## src/sv/keyfob_pwm_packet_encoder_assert.svh

```systemverilog
// Assertion macros used by the key fob packet encoder sequencer.
`ifndef KEYFOB_PWM_PACKET_ENCODER_ASSERT_SVH
`define KEYFOB_PWM_PACKET_ENCODER_ASSERT_SVH

`ifndef SYNTH

// Same-cycle implication, disabled while reset is asserted.
`define KFPE_ASSERT_IMP(label, clk, rst_n, ante, cons, msg) \
    label: assert property (@(posedge clk) disable iff (!(rst_n)) (ante) |-> (cons)) \
        else $error(msg);

// Next-cycle implication, disabled while reset is asserted.
`define KFPE_ASSERT_NXT(label, clk, rst_n, ante, cons, msg) \
    label: assert property (@(posedge clk) disable iff (!(rst_n)) (ante) |=> (cons)) \
        else $error(msg);

`else

`define KFPE_ASSERT_IMP(label, clk, rst_n, ante, cons, msg)
`define KFPE_ASSERT_NXT(label, clk, rst_n, ante, cons, msg)

`endif

`endif

```

## src/sv/kfpe_pkg.sv

```systemverilog
// Types and constants shared by the key fob packet encoder modules.
package kfpe_pkg;

    localparam int APB_ADDR_W = 4;
    localparam int APB_DATA_W = 32;

    // Register indexes, taken from paddr[3:2].
    typedef enum logic [1:0] {
        REG_TE_LENGTH       = 2'd0,
        REG_PACKET_REPEATS  = 2'd1,
        REG_PREAMBLE_PULSES = 2'd2,
        REG_UNUSED          = 2'd3
    } reg_idx_t;

    localparam logic [15:0] TE_LENGTH_RST       = 16'd413;
    localparam logic [3:0]  PACKET_REPEATS_RST  = 4'd4;
    localparam logic [4:0]  PREAMBLE_PULSES_RST = 5'd12;

    // Waveform timing in TE slots and symbols.
    localparam logic [6:0] PRE_SLOTS       = 7'd2;
    localparam logic [6:0] GAP1_TE         = 7'd10;
    localparam logic [6:0] BIT_SLOTS       = 7'd3;
    localparam logic [6:0] GAP2_TE         = 7'd39;
    localparam logic [6:0] PACKET_SYMBOLS  = 7'd66;

    // Fixed payload header nibbles.
    localparam logic [7:0] PAYLOAD_HEAD = 8'h20;
    localparam logic [3:0] PAYLOAD_BTN_HI = 4'h2;

    typedef struct packed {
        logic [15:0] te_length;
        logic [3:0]  packet_repeats;
        logic [4:0]  preamble_pulses;
    } cfg_t;

    typedef struct packed {
        logic        kind;
        logic [27:0] key_id;
        logic [3:0]  button_code;
        logic [7:0]  random_byte;
    } item_t;

    typedef struct packed {
        logic tx_level;
        logic busy_res;
        logic burst_done;
    } result_t;

endpackage

```

## src/sv/kfpe_seq.sv

```systemverilog
// Burst sequencer: payload latch, phase and counter state, and per-beat result.
module kfpe_seq (
    input  logic             aclk,
    input  logic             aresetn,
    input  logic             step,
    input  kfpe_pkg::item_t  item,
    input  kfpe_pkg::cfg_t   cfg,
    output kfpe_pkg::result_t result
);
    import kfpe_pkg::*;

    typedef enum logic [2:0] {
        PH_IDLE,
        PH_PRE,
        PH_GAP1,
        PH_BITS,
        PH_GAP2
    } phase_t;

    phase_t      phase_reg, phase_next;
    logic [3:0]  packet_count_reg, packet_count_next;
    logic [6:0]  symbol_index_reg, symbol_index_next;
    logic [5:0]  te_slot_reg, te_slot_next;
    logic [15:0] tick_count_reg, tick_count_next;
    logic [63:0] payload_reg, payload_next;

    logic        busy;
    logic        cur_bit;
    logic        level;
    logic [6:0]  slot_inc;
    logic [6:0]  sym_inc;
    logic [3:0]  pkt_inc;
    logic [15:0] te_eff;
    logic [6:0]  pre_eff;
    logic [3:0]  rep_eff;
    logic        te_end;

    assign busy     = (phase_reg != PH_IDLE);
    assign cur_bit  = symbol_index_reg[6] ? 1'b1 : payload_reg[~symbol_index_reg[5:0]];
    assign slot_inc = {1'b0, te_slot_reg} + 7'd1;
    assign sym_inc  = symbol_index_reg + 7'd1;
    assign pkt_inc  = packet_count_reg + 4'd1;
    assign te_eff   = (cfg.te_length == 16'd0) ? 16'd1 : cfg.te_length;
    assign pre_eff  = (cfg.preamble_pulses == 5'd0) ? 7'd1 : {2'b00, cfg.preamble_pulses};
    assign rep_eff  = (cfg.packet_repeats == 4'd0) ? 4'd1 : cfg.packet_repeats;
    assign te_end   = (({1'b0, tick_count_reg} + 17'd1) >= {1'b0, te_eff});

    always_comb begin
        unique case (phase_reg)
            PH_PRE:  level = (te_slot_reg == 6'd1);
            PH_BITS: level = (te_slot_reg == 6'd0) || ((te_slot_reg == 6'd1) && !cur_bit);
            default: level = 1'b0;
        endcase
    end

    always_comb begin
        phase_next        = phase_reg;
        packet_count_next = packet_count_reg;
        symbol_index_next = symbol_index_reg;
        te_slot_next      = te_slot_reg;
        tick_count_next   = tick_count_reg;
        payload_next      = payload_reg;
        result            = '0;

        if (item.kind) begin
            result.busy_res = 1'b1;
            if (busy) begin
                result.tx_level = level;
            end else begin
                payload_next = {PAYLOAD_HEAD, PAYLOAD_BTN_HI, item.button_code,
                                item.random_byte, item.random_byte,
                                item.key_id, item.button_code};
                phase_next        = PH_PRE;
                packet_count_next = 4'd0;
                symbol_index_next = 7'd0;
                te_slot_next      = 6'd0;
                tick_count_next   = 16'd0;
            end
        end else if (busy) begin
            result.tx_level = level;
            result.busy_res = 1'b1;
            if (!te_end) begin
                tick_count_next = tick_count_reg + 16'd1;
            end else begin
                tick_count_next = 16'd0;
                te_slot_next    = slot_inc[5:0];
                unique case (phase_reg)
                    PH_PRE: begin
                        if (slot_inc >= PRE_SLOTS) begin
                            te_slot_next = 6'd0;
                            if (sym_inc >= pre_eff) begin
                                phase_next        = PH_GAP1;
                                symbol_index_next = 7'd0;
                            end else begin
                                symbol_index_next = sym_inc;
                            end
                        end
                    end
                    PH_GAP1: begin
                        if (slot_inc >= GAP1_TE) begin
                            te_slot_next      = 6'd0;
                            phase_next        = PH_BITS;
                            symbol_index_next = 7'd0;
                        end
                    end
                    PH_BITS: begin
                        if (slot_inc >= BIT_SLOTS) begin
                            te_slot_next = 6'd0;
                            if (sym_inc >= PACKET_SYMBOLS) begin
                                phase_next        = PH_GAP2;
                                symbol_index_next = 7'd0;
                            end else begin
                                symbol_index_next = sym_inc;
                            end
                        end
                    end
                    PH_GAP2: begin
                        if (slot_inc >= GAP2_TE) begin
                            te_slot_next      = 6'd0;
                            symbol_index_next = 7'd0;
                            if (pkt_inc >= rep_eff) begin
                                phase_next        = PH_IDLE;
                                packet_count_next = 4'd0;
                                result.burst_done = 1'b1;
                            end else begin
                                phase_next        = PH_PRE;
                                packet_count_next = pkt_inc;
                            end
                        end
                    end
                    default: begin
                        phase_next = PH_IDLE;
                    end
                endcase
            end
        end
    end

    always_ff @(posedge aclk) begin
        if (!aresetn) begin
            phase_reg        <= PH_IDLE;
            packet_count_reg <= 4'd0;
            symbol_index_reg <= 7'd0;
            te_slot_reg      <= 6'd0;
            tick_count_reg   <= 16'd0;
            payload_reg      <= 64'd0;
        end else if (step) begin
            phase_reg        <= phase_next;
            packet_count_reg <= packet_count_next;
            symbol_index_reg <= symbol_index_next;
            te_slot_reg      <= te_slot_next;
            tick_count_reg   <= tick_count_next;
            payload_reg      <= payload_next;
        end
    end

`include "keyfob_pwm_packet_encoder_assert.svh"

    // The end of a burst always lands the sequencer back in idle.
    `KFPE_ASSERT_NXT(a_done_to_idle, aclk, aresetn, step && result.burst_done, phase_reg == PH_IDLE, "burst_done without return to idle")
    // No TE slot count ever reaches the longest gap.
    `KFPE_ASSERT_IMP(a_slot_range, aclk, aresetn, busy, te_slot_reg < GAP2_TE[5:0], "te_slot out of range")
    // Inside the data phase the symbol index stays within payload plus tail.
    `KFPE_ASSERT_IMP(a_sym_range, aclk, aresetn, phase_reg == PH_BITS, symbol_index_reg < PACKET_SYMBOLS, "symbol_index out of range")
    // A start while idle always arms the first preamble slot.
    `KFPE_ASSERT_NXT(a_start_arms, aclk, aresetn, step && item.kind && !busy, (phase_reg == PH_PRE) && (te_slot_reg == 6'd0) && (tick_count_reg == 16'd0), "start did not arm preamble")

endmodule

```

## src/sv/keyfob_pwm_packet_encoder.sv

```systemverilog
// Top level of the key fob PWM on-off-keyed packet encoder.
//
//  Channel   Direction  Handshake          Payload
//  s_        in         s_tvalid/s_tready  s_tuser: kind; s_tdata: key_id, button_code, random_byte
//  m_        out        m_tvalid/m_tready  m_tdata: tx_level, busy_res; m_tlast: burst_done
//  APB       in         psel/penable       te_length @0x0, packet_repeats @0x4, preamble_pulses @0x8
//
// Every beat is stepped through the sequencer; one beat is accepted per clock when the
// result side keeps up. An input beat travels through the input register, then the result
// register, to the result side. aresetn is synchronous and active low; it empties both
// stages and returns the sequencer and registers to their reset values. A stalled result
// holds its register, and the input stage holds its beat until the result register frees.
module keyfob_pwm_packet_encoder (
    input  logic                              aclk,
    input  logic                              aresetn,
    // Input stream.
    input  logic                              s_tvalid,
    output logic                              s_tready,
    input  logic [39:0]                       s_tdata,  // [27:0] key_id, [31:28] button_code,
                                                        // [39:32] random_byte
    input  logic                              s_tuser,  // [0] kind (0 tick, 1 start)
    // Result stream.
    output logic                              m_tvalid,
    input  logic                              m_tready,
    output logic [7:0]                        m_tdata,  // [0] tx_level, [1] busy_res,
                                                        // [7:2] zero
    output logic                              m_tlast,  // burst_done
    // Configuration port.
    input  logic                              psel,
    input  logic                              penable,
    input  logic                              pwrite,
    input  logic [kfpe_pkg::APB_ADDR_W-1:0]   paddr,
    input  logic [kfpe_pkg::APB_DATA_W-1:0]   pwdata,
    output logic [kfpe_pkg::APB_DATA_W-1:0]   prdata,
    output logic                              pready
);
    import kfpe_pkg::*;

    // Configuration registers.
    cfg_t     cfg_reg;
    reg_idx_t reg_idx;
    logic     cfg_wr;

    // Input stage.
    logic     in_valid_reg;
    item_t    in_item_reg;

    // Result stage.
    logic     out_valid_reg;
    result_t  out_res_reg;

    result_t  seq_res;
    logic     out_free;
    logic     step;

    // ---------------------------------------------------------------------------------
    // APB: writes land on the access phase; pready is tied high so every access is
    // zero wait state. Low address bits are ignored, the word index is paddr[3:2].
    // ---------------------------------------------------------------------------------
    assign pready  = 1'b1;
    assign reg_idx = reg_idx_t'(paddr[3:2]);
    assign cfg_wr  = psel && penable && pwrite && pready;

    always_comb begin
        unique case (reg_idx)
            REG_TE_LENGTH:       prdata = {16'd0, cfg_reg.te_length};
            REG_PACKET_REPEATS:  prdata = {28'd0, cfg_reg.packet_repeats};
            REG_PREAMBLE_PULSES: prdata = {27'd0, cfg_reg.preamble_pulses};
            default:             prdata = '0;
        endcase
    end

    always_ff @(posedge aclk) begin
        if (!aresetn) begin
            cfg_reg.te_length       <= TE_LENGTH_RST;
            cfg_reg.packet_repeats  <= PACKET_REPEATS_RST;
            cfg_reg.preamble_pulses <= PREAMBLE_PULSES_RST;
        end else if (cfg_wr) begin
            unique case (reg_idx)
                REG_TE_LENGTH:       cfg_reg.te_length       <= pwdata[15:0];
                REG_PACKET_REPEATS:  cfg_reg.packet_repeats  <= pwdata[3:0];
                REG_PREAMBLE_PULSES: cfg_reg.preamble_pulses <= pwdata[4:0];
                default: ;
            endcase
        end
    end

    // ---------------------------------------------------------------------------------
    // Two-stage stream pipe. The result register frees when it is empty or being taken
    // this cycle; the beat sitting in the input register is then stepped through the
    // sequencer and its result is captured. The input register refills in the same
    // cycle, so back-to-back beats flow at one per clock while the result side keeps up.
    // ---------------------------------------------------------------------------------
    assign out_free = !out_valid_reg || m_tready;
    assign step     = in_valid_reg && out_free;
    assign s_tready = !in_valid_reg || out_free;

    always_ff @(posedge aclk) begin
        if (!aresetn) begin
            in_valid_reg <= 1'b0;
        end else if (s_tready) begin
            in_valid_reg <= s_tvalid;
        end
    end

    always_ff @(posedge aclk) begin
        if (s_tready && s_tvalid) begin
            in_item_reg.kind        <= s_tuser;
            in_item_reg.key_id      <= s_tdata[27:0];
            in_item_reg.button_code <= s_tdata[31:28];
            in_item_reg.random_byte <= s_tdata[39:32];
        end
    end

    // The sequencer owns all burst state and works out the result of the current beat.
    kfpe_seq u_seq (
        .aclk    (aclk),
        .aresetn (aresetn),
        .step    (step),
        .item    (in_item_reg),
        .cfg     (cfg_reg),
        .result  (seq_res)
    );

    always_ff @(posedge aclk) begin
        if (!aresetn) begin
            out_valid_reg <= 1'b0;
        end else if (out_free) begin
            out_valid_reg <= step;
        end
    end

    always_ff @(posedge aclk) begin
        if (step) begin
            out_res_reg <= seq_res;
        end
    end

    assign m_tvalid = out_valid_reg;
    assign m_tdata  = {6'd0, out_res_reg.busy_res, out_res_reg.tx_level};
    assign m_tlast  = out_res_reg.burst_done;

endmodule

```

## config.mk

```make
export PLATFORM = sky130hd
export DESIGN_NAME = keyfob_pwm_packet_encoder
export DESIGN_NICKNAME = d
export VERILOG_FILES = /design/src/sv/kfpe_pkg.sv /design/src/sv/kfpe_seq.sv /design/src/sv/keyfob_pwm_packet_encoder.sv
export VERILOG_INCLUDE_DIRS = /design/src /design/src/sv
export SDC_FILE = /design/constraint.sdc
export NUM_CORES = 1
export LEC_CHECK = 0
export ABC_AREA = 1
export CORE_ASPECT_RATIO = 0.7
export CORE_MARGIN = 2
export CORE_UTILIZATION = 39
export CTS_CLUSTER_DIAMETER = 40
export DETAILED_ROUTE_END_ITERATION = 12
export DONT_BUFFER_PORTS = 1
export PLACE_DENSITY = 0.61
export REMOVE_ABC_BUFFERS = 1
export SLEW_MARGIN = 30
export SYNTH_ARGS = -nofsm -noshare
export SYNTH_HDL_FRONTEND = slang
export SYNTH_HIERARCHICAL = 1
export SYNTH_SLANG_ARGS = --single-unit
```

## constraint.sdc

```tcl
create_clock -name aclk -period 3.15 [get_ports aclk]
set_input_delay 0.945 -clock aclk [delete_from_list [all_inputs] [get_ports aclk]]
set_output_delay 0.945 -clock aclk [all_outputs]
set_load 0.1 [all_outputs]
```

==> results of run 1 <==
==> area by class of cell <==
cell class | count | share of cell area [%]
clock buffers | 17 | 4.46
clock inverters | 15 | 1.97
inverters | 179 | 7.05
multi-input cells | 709 | 42.2
flip-flops and latches | 148 | 35.8
well taps | 270 | 3.54
repair buffers | 48 | 5.04
==> layer usage <==
layer	global-route usage (%)	share of wire [%]
met5	0	0
met4	4.95	0.83
met3	4.33	4.7
met2	24.1	41
met1	26.2	53
==> layout by cell type (no fill, tap or decap), types with 3 or more instances in the layout <==
master | synthesis | final
edfxtp_1 | 44 | 44
conb_1 | 2 | 23
nor3_1 | 3 | 3
nor2_2 | 8 | 20
xor2_1 | 7 | 5
buf_12 | 0 | 7
nor2_1 | 107 | 90
clkbuf_16 | 0 | 18
a21oi_2 | 0 | 8
nand2_4 | 0 | 3
dfxtp_2 | 0 | 5
buf_4 | 27 | 37
xnor2_4 | 0 | 3
ha_1 | 36 | 29
nor2_4 | 4 | 9
nor4_1 | 4 | 4
nand2_2 | 6 | 13
o221ai_1 | 3 | 3
nand3_1 | 69 | 66
nand4_1 | 28 | 28
dfxtp_1 | 104 | 99
nand3_4 | 1 | 4
inv_2 | 5 | 11
nand3_2 | 6 | 6
inv_1 | 173 | 167
o21ai_0 | 65 | 62
a21oi_1 | 87 | 79
ha_4 | 0 | 7
o21ai_1 | 2 | 5
nand2_1 | 225 | 214
o2111ai_1 | 4 | 4
inv_6 | 0 | 6
==> worst paths after layout <==
kind / endpoint / start
setup reg to reg: u_seq/tick_count_reg[9] / u_seq/tick_count_reg[1]
hold reg to reg: u_seq/payload_reg[47] / u_seq/payload_reg[47]
setup / recovery: u_seq/tick_count_reg[9] / u_seq/tick_count_reg[1]
hold / removal: u_seq/payload_reg[47] / u_seq/payload_reg[47]
==> worst max-delay path, stage by stage (launching register included) <==
cell and delay, ps:
dfxtp_2 360, buf_6 110, nand2_4 50, nor4_4 350, nand3_2 160, nor2_4 170, nand3_4 100, xnor2_4 260
ha_4 240, nand2_1 60, nor2_1 40, a31o_1 160, nor2_1 80, buf_4 130, nand3_4 130, nor2_4 220
clkbuf_16 180, nand2_1 60, a21oi_1 130
==> Yosys cell counts (4+ instances only) <==
cell | instances | area (sq um)
nor2_1 | 107 | 402
nand3_1 | 69 | 345
edfxtp_1 | 44 | 1320
nor4_1 | 4 | 25.0
buf_2 | 10 | 50.1
nor2_2 | 8 | 50.1
xnor2_1 | 6 | 52.6
xor2_1 | 7 | 61.3
nor2_4 | 4 | 45.0
nand3_2 | 6 | 60.1
inv_2 | 5 | 18.8
ha_1 | 36 | 450
inv_1 | 173 | 649
nand2_2 | 6 | 37.5
a21oi_1 | 87 | 435
o21ai_0 | 65 | 325
buf_4 | 27 | 203
nand2_1 | 225 | 845
dfxtp_1 | 104 | 2080
nand4_1 | 28 | 175
clkbuf_1 | 19 | 71.3
o2111ai_1 | 4 | 35.0
==> report_power, final <==
group          internal [mW]  switching (mW)
Combinational          0.149           0.437
Sequential              2.05          0.0460
Clock                   1.20           0.898
Total                   3.40            1.38
==> per-stage QoR <==
| step | TNS, ps | std cells |
|---|---|---|
| 5_1_grt | -1660 | 1386 |
| 4_1_cts | 0 | 1380 |
| 3_3_place_gp | -12.2 | 1348 |
| 3_5_place_dp | -11.8 | 1348 |
| 2_1_floorplan | -15310 | 1036 |
| 6_report | 0 | 1386 |
==> cell families (layout without fill, tap and decap cells) <==
| family | count (synthesis) | count (layout) | share of synthesized area [%] |
|---|---|---|---|
| simple gates | 467 | 467 | 26.1 |
| buf+inv | 238 | 259 | 12.8 |
| compound gates | 169 | 169 | 11.2 |
| flops | 148 | 148 | 42.5 |
| fa+ha+maj | 36 | 36 | 5.63 |
| xor+xnor | 14 | 14 | 1.63 |
| other cells | 2 | 23 | 0.0938 |
==> timing repair <==
item / in CTS / in global routing
gates resized for setup: 2 / 74
hold endpoints to repair: 0 / 0
cloned: 0 / 1
endpoints found under the setup margin: 5 / 37
pin swaps: 0 / 36
setup buffers: 0 / 5
==> results.py, run 1 <==
metrics = {
    "outcome": {
        "status": "complete, no violations",
    },
    "power_and_ir_drop": {
        "power_mw": 4.78,
        "ir_worst_vdd_mv": 0.328,
        "power.density_nw_per_um2": 501,
        "p_leak_nw": 4.15,
    },
    "synth": {
        "synth_ff_type": "dfxtp_1",
        "synth_edf_count": 44,
        "yosysSeqAreaShare_pct": 42.5,
        "netlist_area_sq_um": 8010,
        "ys_warn_count": 6,
        "ys_types": 43,
        "synth_area_per_cell_sq_um": 7.45,
        "synthCells": 1074,
        "ys_seq_elements": 148,
        "async_flop_share_pct": 0,
    },
    "place": {
        "portBuffers": 0,
        "place_congestion": 0.868,
        "dp_hpwl_mm": 13.1,
        "dp_slack_ps": -11.8,
        "place_area_sq_um": 8510,
    },
    "timing": {
        "layout_setup_ws_ps": 79.0,
        "hold_viol_final": 0,
        "slew_violations": 0,
        "finClkSkew_ps": 8.45,
        "relSlewSlack_pct": 40.1,
        "period_share_pct": 97.5,
        "max_freq_mhz": 326,
        "final-setup-viol-count": 0,
        "tightest_slew_ps": 901,
        "grt_setup_unrepaired": "true",
        "fin_crit_ps": 3070,
        "hold_slack_ps": 443,
    },
    "drt": {
        "antenna_left": 0,
        "drt_drc_violations_left": 0,
        "first_iter_violations": 461,
        "first_pass_iters": 5,
        "drt-vias-per-instance": 4.86,
        "wl_mm": 18.7,
        "vias": 6741,
        "wl_per_cell_um": 13.5,
    },
    "setup_path": {
        "critPathArrivalTime_ps": 3410,
        "cp.required_ps": 3490,
        "crit_path_end_kind": "flip-flop",
        "crit_type": "reg2reg",
        "reg2reg_slack_ps": 80,
        "cp_max_fo": 8,
        "reg2reg_depth": 18,
        "cp-start-kind": "flip-flop",
    },
    "floorplan": {
        "dieArea_sq_um": 21700,
        "initial_core_util_pct": 40.1,
        "rows": 43,
        "die_y_um": 124,
        "die_w_um": 175,
        "core-area_sq_um": 20000,
        "ioPinCount": 128,
    },
    "flow_run": {
        "maxCapViolCount": 0,
    },
    "grt": {
        "grt_max_degree": 85,
        "grt_first_pass_wirelength_mm": 29.8,
        "grt_use_total_pct": 17.3,
        "antenna_found_initial": 1,
        "grt_overflow": 0,
        "grt_pass1_vias": 5892,
    },
    "clocking": {
        "clock_tree.buffer_depth": 2,
        "root_buffer": "clkbuf_16",
        "clock_latency_ps": 430,
        "clock_sinks": 148,
        "cts_tree": "done",
        "clk_pin_slew_worst_paths_ps": 60,
        "cts_inserted_buffers": 17,
        "hold_buffers": 0,
        "htree_levels": 4,
    },
    "layout": {
        "fillers": 1947,
        "fin_util_pct": 47.8,
        "drive_gt1_share_pct": 16.1,
        "ff_latch_area_sq_um": 3410,
        "design_area_sq_um": 9540,
        "syn2layout_area_growth_pct": 19.1,
        "n_antenna_cell": 0,
        "multi_input_area_sq_um": 4020,
        "layout.nets": 1223,
    },
    "worst_hold_path": {
        "hold_path_class": "reg2reg",
        "min_path_cells": 2,
    },
}
(Power assumes the default switching activity.)
==> inputs of run 2 (changes only) <==
Settings changed: CORE_MARGIN 2 to 4.
==> results.py, run 2 (same netlist as run 1, synthesis figures left out) <==
metrics = {
    "timing": {
        "fin_crit_ps": 3150,
        "slew_violations": 0,
        "finClkSkew_ps": 5.78,
        "grt_setup_unrepaired": "true",
        "final-setup-viol-count": 0,
        "max_freq_mhz": 318,
        "relSlewSlack_pct": 40.7,
        "hold_viol_final": 0,
        "tightest_slew_ps": 891,
        "period_share_pct": 99.9,
        "layout_setup_ws_ps": 3.39,
    },
    "floorplan": {
        "initial_core_util_pct": 40.1,
        "rows": 43,
        "core-area_sq_um": 20000,
        "dieArea_sq_um": 22900,
        "ioPinCount": 128,
        "die_y_um": 128,
        "die_w_um": 179,
    },
    "grt": {
        "grt_first_pass_wirelength_mm": 30.5,
        "grt_overflow": 0,
        "grt_pass1_vias": 6069,
        "grt_max_degree": 85,
        "antenna_found_initial": 2,
        "grt_use_total_pct": 16.5,
    },
    "flow_run": {
        "maxCapViolCount": 0,
    },
    "worst_hold_path": {
        "hold_path_class": "reg2reg",
    },
    "setup_path": {
        "crit_type": "reg2reg",
        "critPathArrivalTime_ps": 3490,
        "cp_max_fo": 8,
        "cp-start-kind": "flip-flop",
        "crit_path_end_kind": "flip-flop",
        "slowest_delay_ps": 370,
        "slowest_stage": "dfxtp_4",
        "path_cells": "ha_4, nand2_2, nor2_4, inv_2, nor2_4, inv_2, nor3_4, buf_4, nand2_2, xnor2_2, ha_1, nand2_1, nor2_1, a31o_1, nor2_4, nand3_4, nor2_4, clkbuf_16, nand2_2, a21oi_2",
        "crit_top_cell": "nor2_4",
        "cp.required_ps": 3490,
    },
    "drt": {
        "first_pass_iters": 5,
        "first_iter_violations": 489,
        "wl_mm": 19.1,
        "wl_per_cell_um": 13.7,
        "drt_drc_violations_left": 0,
        "drt-vias-per-instance": 4.89,
        "antenna_left": 0,
        "vias": 6797,
    },
    "power_and_ir_drop": {
        "power_mw": 4.82,
        "p_leak_nw": 4.21,
        "ir_worst_vdd_mv": 0.373,
        "power.density_nw_per_um2": 503,
    },
    "layout": {
        "final_common_cell": "nand2_1",
        "syn2layout_area_growth_pct": 19.7,
        "fin_util_pct": 48.0,
        "final_cell_mix": "nand2_1 (210), inv_1 (166), dfxtp_1 (101)",
        "drive_gt1_share_pct": 17.4,
        "n_antenna_cell": 0,
        "layout.nets": 1226,
    },
    "clocking": {
        "cts_inserted_buffers": 17,
        "htree_levels": 4,
        "clock_tree.buffer_depth": 2,
        "clock_latency_ps": 420,
        "cts_tree": "done",
        "root_buffer": "clkbuf_16",
        "clock_sinks": 148,
        "hold_buffers": 0,
        "clk_pin_slew_worst_paths_ps": 70,
    },
    "place": {
        "portBuffers": 0,
        "place_congestion": 0.851,
        "dp_slack_ps": -31.3,
        "dp_hpwl_mm": 13.3,
    },
    "outcome": {
        "status": "complete, no violations",
    },
}
[run 2: cell count changes in the layout (fill, tap and decap cells not counted), sizes merged]
cell and change:
clkbuf +2, clkinv -2, buf +2, inv +1
[run 2: path summary, 6_finish.rpt]
path                           startpoint                        to  slack (ps)  cells after the start
setup / recovery  u_seq/tick_count_reg[1]  u_seq/tick_count_reg[13]           3                     20
hold / removal      u_seq/payload_reg[43]     u_seq/payload_reg[43]         440                      2
setup reg to reg  u_seq/tick_count_reg[1]  u_seq/tick_count_reg[13]           3                     20
hold reg to reg     u_seq/payload_reg[43]     u_seq/payload_reg[43]         440                      2
[run 2: metrics by stage]
stage                     std cells  instance area, sq um  TNS, ps  hold slack (ps)
after floorplan                1036                  7730   -15310              419
after global placement         1347                  8500    -47.6              430
after detailed placement       1347                  8500    -83.3              437
after CTS                      1379                  9130        0              447
after global routing           1389                  9580    -4350              460
final                          1389                  9580        0              445
[run 2: report_power, final]
group | switching, mW | total [mW] | internal, mW
logic | 0.434 | 0.588 | 0.154
clock network | 0.907 | 2.14 | 1.23
registers | 0.0483 | 2.10 | 2.05
total | 1.39 | 4.82 | 3.43
[run 2: worst max-delay path, delay by kind of cell, from the launching register on]
| kind | cells | cell delay [ps] |
|---|---|---|
| AND/OR/NAND/NOR | 11 | 1240 |
| flip-flops | 1 | 370 |
| adder cells (fa/ha/maj) | 2 | 430 |
| AO/OA/AOI/OAI | 2 | 320 |
| buffers and inverters | 4 | 480 |
| XOR/XNOR | 1 | 230 |
[run 2: repair_timing]
action	4_1_cts	5_1_grt
gates cloned	0	2
endpoints found under the setup margin	13	37
pin swaps	2	44
resized for setup	2	88
setup buffers	0	9
[run 2: layout make-up]
cell class / instances / area, sq um
Clock buffer: 18 / 439
Clock inverter: 14 / 183
Fill cell: 1941 / 10400
Inverter: 179 / 672
Multi-Input combinational cell: 709 / 4020
Sequential cell: 148 / 3410
Tap cell: 270 / 338
Timing Repair Buffer: 51 / 522
[run 2: layer usage]
| metal | track usage (%) | routed length [um] | vias to the layer above |
|---|---|---|---|
| met5 | 0 | 25 | - |
| li1 | - | - | 3480 |
| met2 | 23.0 | 7990 | 159 |
| met1 | 25.3 | 9900 | 3136 |
| met4 | 3.40 | 141 | 4 |
| met3 | 4.39 | 1020 | 18 |
==> inputs of run 3 (changes only) <==
Settings changed: ABC_AREA 1 to unset.
==> results.py, run 3 <==
metrics = {
    "outcome": {
        "status": "finished with violations",
        "failed_checks": "negative setup slack",
    },
    "timing": {
        "finClkSkew_ps": 11.3,
        "tightest_slew_ps": 571,
        "hold_slack_ps": 463,
        "max_freq_mhz": 305,
        "fin_crit_ps": 3280,
        "slew_violations": 0,
        "hold_viol_final": 0,
        "grt_setup_unrepaired": "true",
        "period_share_pct": 104,
        "final-setup-viol-count": 9,
        "layout_setup_ws_ps": -133,
        "relSlewSlack_pct": 61.7,
    },
    "clocking": {
        "htree_levels": 4,
        "clk_pin_slew_worst_paths_ps": 60,
        "root_buffer": "clkbuf_16",
        "clock_sinks": 148,
        "clock_latency_ps": 420,
        "clock_tree.buffer_depth": 2,
        "cts_inserted_buffers": 17,
        "cts_tree": "done",
    },
    "layout": {
        "fillers": 1862,
        "drive_gt1_share_pct": 22.3,
        "syn2layout_area_growth_pct": 23.8,
        "layout.nets": 1040,
        "design_area_sq_um": 9960,
        "ff_latch_area_sq_um": 3410,
        "multi_input_area_sq_um": 4590,
        "n_antenna_cell": 0,
        "final_cell_mix": "nand2_1 (166), dfxtp_1 (101), buf_4 (65)",
        "final_common_cell": "nand2_1",
    },
    "floorplan": {
        "dieArea_sq_um": 23000,
        "die_w_um": 180,
        "core-area_sq_um": 20000,
        "ioPinCount": 128,
        "die_y_um": 128,
        "rows": 43,
        "initial_core_util_pct": 40.2,
    },
    "drt": {
        "wl_per_cell_um": 16.0,
        "first_pass_iters": 5,
        "first_iter_violations": 521,
        "antenna_left": 0,
        "wl_mm": 19.3,
        "drt-vias-per-instance": 5.17,
        "vias": 6222,
        "drt_drc_violations_left": 0,
    },
    "synth": {
        "async_flop_share_pct": 0,
        "synth_edf_count": 44,
        "netlist_area_sq_um": 8050,
        "synthCells": 862,
        "yosysSeqAreaShare_pct": 42.3,
        "synth_area_leader_cell": "dfxtp_1",
        "ys_warn_count": 6,
        "synth_area_per_cell_sq_um": 9.33,
        "synth_common_cells": "nand2_1 (170), dfxtp_1 (104), a21boi_0 (54), edfxtp_1 (44)",
        "synthTopCellsByArea": "dfxtp_1 (26%), edfxtp_1 (16%), nand2_1 (7.9%), ha_1 (5.6%), a21boi_0 (5.0%)",
        "synth_top_area_share_pct": 25.9,
        "synth_ff_type": "dfxtp_1",
        "ys_seq_elements": 148,
        "ys_types": 78,
        "yosysMostFrequentCell": "nand2_1",
    },
    "grt": {
        "grt_max_degree": 125,
        "grt_use_total_pct": 16.5,
        "antenna_found_initial": 0,
        "grt_pass1_vias": 5984,
        "grt_overflow": 0,
        "grt_first_pass_wirelength_mm": 31.4,
    },
    "place": {
        "dp_hpwl_mm": 13.1,
        "portBuffers": 0,
        "place_area_sq_um": 8820,
        "place_congestion": 0.840,
    },
    "setup_path": {
        "reg2reg_slack_ps": -130,
        "crit_type": "reg2reg",
        "cp-start-kind": "flip-flop",
        "crit_top_cell": "buf_6",
        "slowest_stage": "or3_4",
        "cp_max_fo": 5,
        "cp.required_ps": 3500,
        "r2r_start": "u_seq/tick_count_reg[2]",
        "reg2reg_to": "u_seq/te_slot_reg[3]",
        "reg2reg_depth": 15,
        "crit_path_end_kind": "flip-flop",
        "slowest_delay_ps": 420,
        "critPathArrivalTime_ps": 3630,
        "path_cells": "nand3_2, or2_4, nor2_4, xor2_4, ha_4, nand4_1, or3_4, a211o_1, o211ai_4, buf_6, o21ai_4, buf_6, or3_1, a21o_1, a21boi_1",
    },
    "worst_hold_path": {
        "min_to": "u_seq/payload_reg[44]",
        "worst_hold_startpoint": "u_seq/payload_reg[44]",
        "hold_path_class": "reg2reg",
        "min_path_cells": 2,
    },
    "power_and_ir_drop": {
        "ir_worst_vdd_mv": 0.283,
        "p_leak_nw": 3.89,
        "power.density_nw_per_um2": 458,
    },
    "flow_run": {
        "maxCapViolCount": 0,
    },
}
-- run 3: layer usage --
metal	global-route usage (%)	part of all wire, %
met1	24.6	51
met2	23.7	42
met3	4.28	5.2
met4	4.66	1.2
met5	0	0
-- run 3: area by class of cell --
| cell class | count | share of cell area (%) |
|---|---|---|
| clock buffers | 20 | 4.38 |
| clock inverters | 12 | 1.70 |
| inverters | 37 | 1.39 |
| multi-input cells | 626 | 46.1 |
| flip-flops and latches | 148 | 34.3 |
| well taps | 270 | 3.39 |
| repair buffers | 90 | 8.78 |
-- run 3: how the worst max path moves through the flow --
stage	from	slack, ps	to
CTS	u_seq/tick_count_reg[0]	-60	u_seq/symbol_index_reg[6]
detailed placement	u_seq/tick_count_reg[0]	-300	u_seq/phase_reg[0]
finish	u_seq/tick_count_reg[2]	-130	u_seq/te_slot_reg[3]
global route	u_seq/tick_count_reg[1]	-260	u_seq/te_slot_reg[0]
global placement	u_seq/tick_count_reg[0]	-260	u_seq/phase_reg[0]
floorplan	paddr[3]	-950	prdata[1]
-- run 3: stage by stage --
step                setup TNS, ps  cells  total power, mW  utilization, %  setup slack, ps
floorplan                   -9230    811             2.39               -             -946
global placement            -4760   1161             2.48            44.1             -264
detailed placement          -6440   1161             2.48            44.1             -300
CTS                          -361   1197             4.60            48.3            -60.9
global route                -4190   1203             4.72            49.8             -263
finish                       -784   1203             4.57            49.8             -133
-- run 3: report_power, final --
part	switching, mW	leakage (nW)	internal [mW]
Clock	0.843	0.288	1.26
Sequential	0.0264	1.27	2.02
Combinational	0.300	2.33	0.111
Total	1.17	3.89	3.40
-- run 3: logic make-up (layout without fill, tap and decap cells) --
family,after synthesis,in the layout,synth area share (%)
buffers and inverters,109,159,6.80
DFF,148,148,42.3
muxes,45,45,7.68
adders and majority gates,36,36,5.60
and+or+nand+nor,344,344,21.0
AOI/OAI and AO/OA,156,156,14.1
xor gates and xnor gates,22,22,2.39
other,2,23,0.0933
-- run 3: worst max-delay path, delay by kind of cell (launching register included) --
family          cells  cell delay, ps
flops               1             360
xor+xnor            1             250
compound gates      5             770
fa+ha+maj           1             180
buf+inv             2             280
simple gates        6            1380
-- run 3: timing repair --
| item | CTS | global route |
|---|---|---|
| setup endpoints to repair | 36 | 37 |
| pin swaps | 29 | 20 |
| hold buffers | 0 | 0 |
| resized for setup | 41 | 63 |
| cloned | 0 | 0 |
| setup buffers | 6 | 6 |
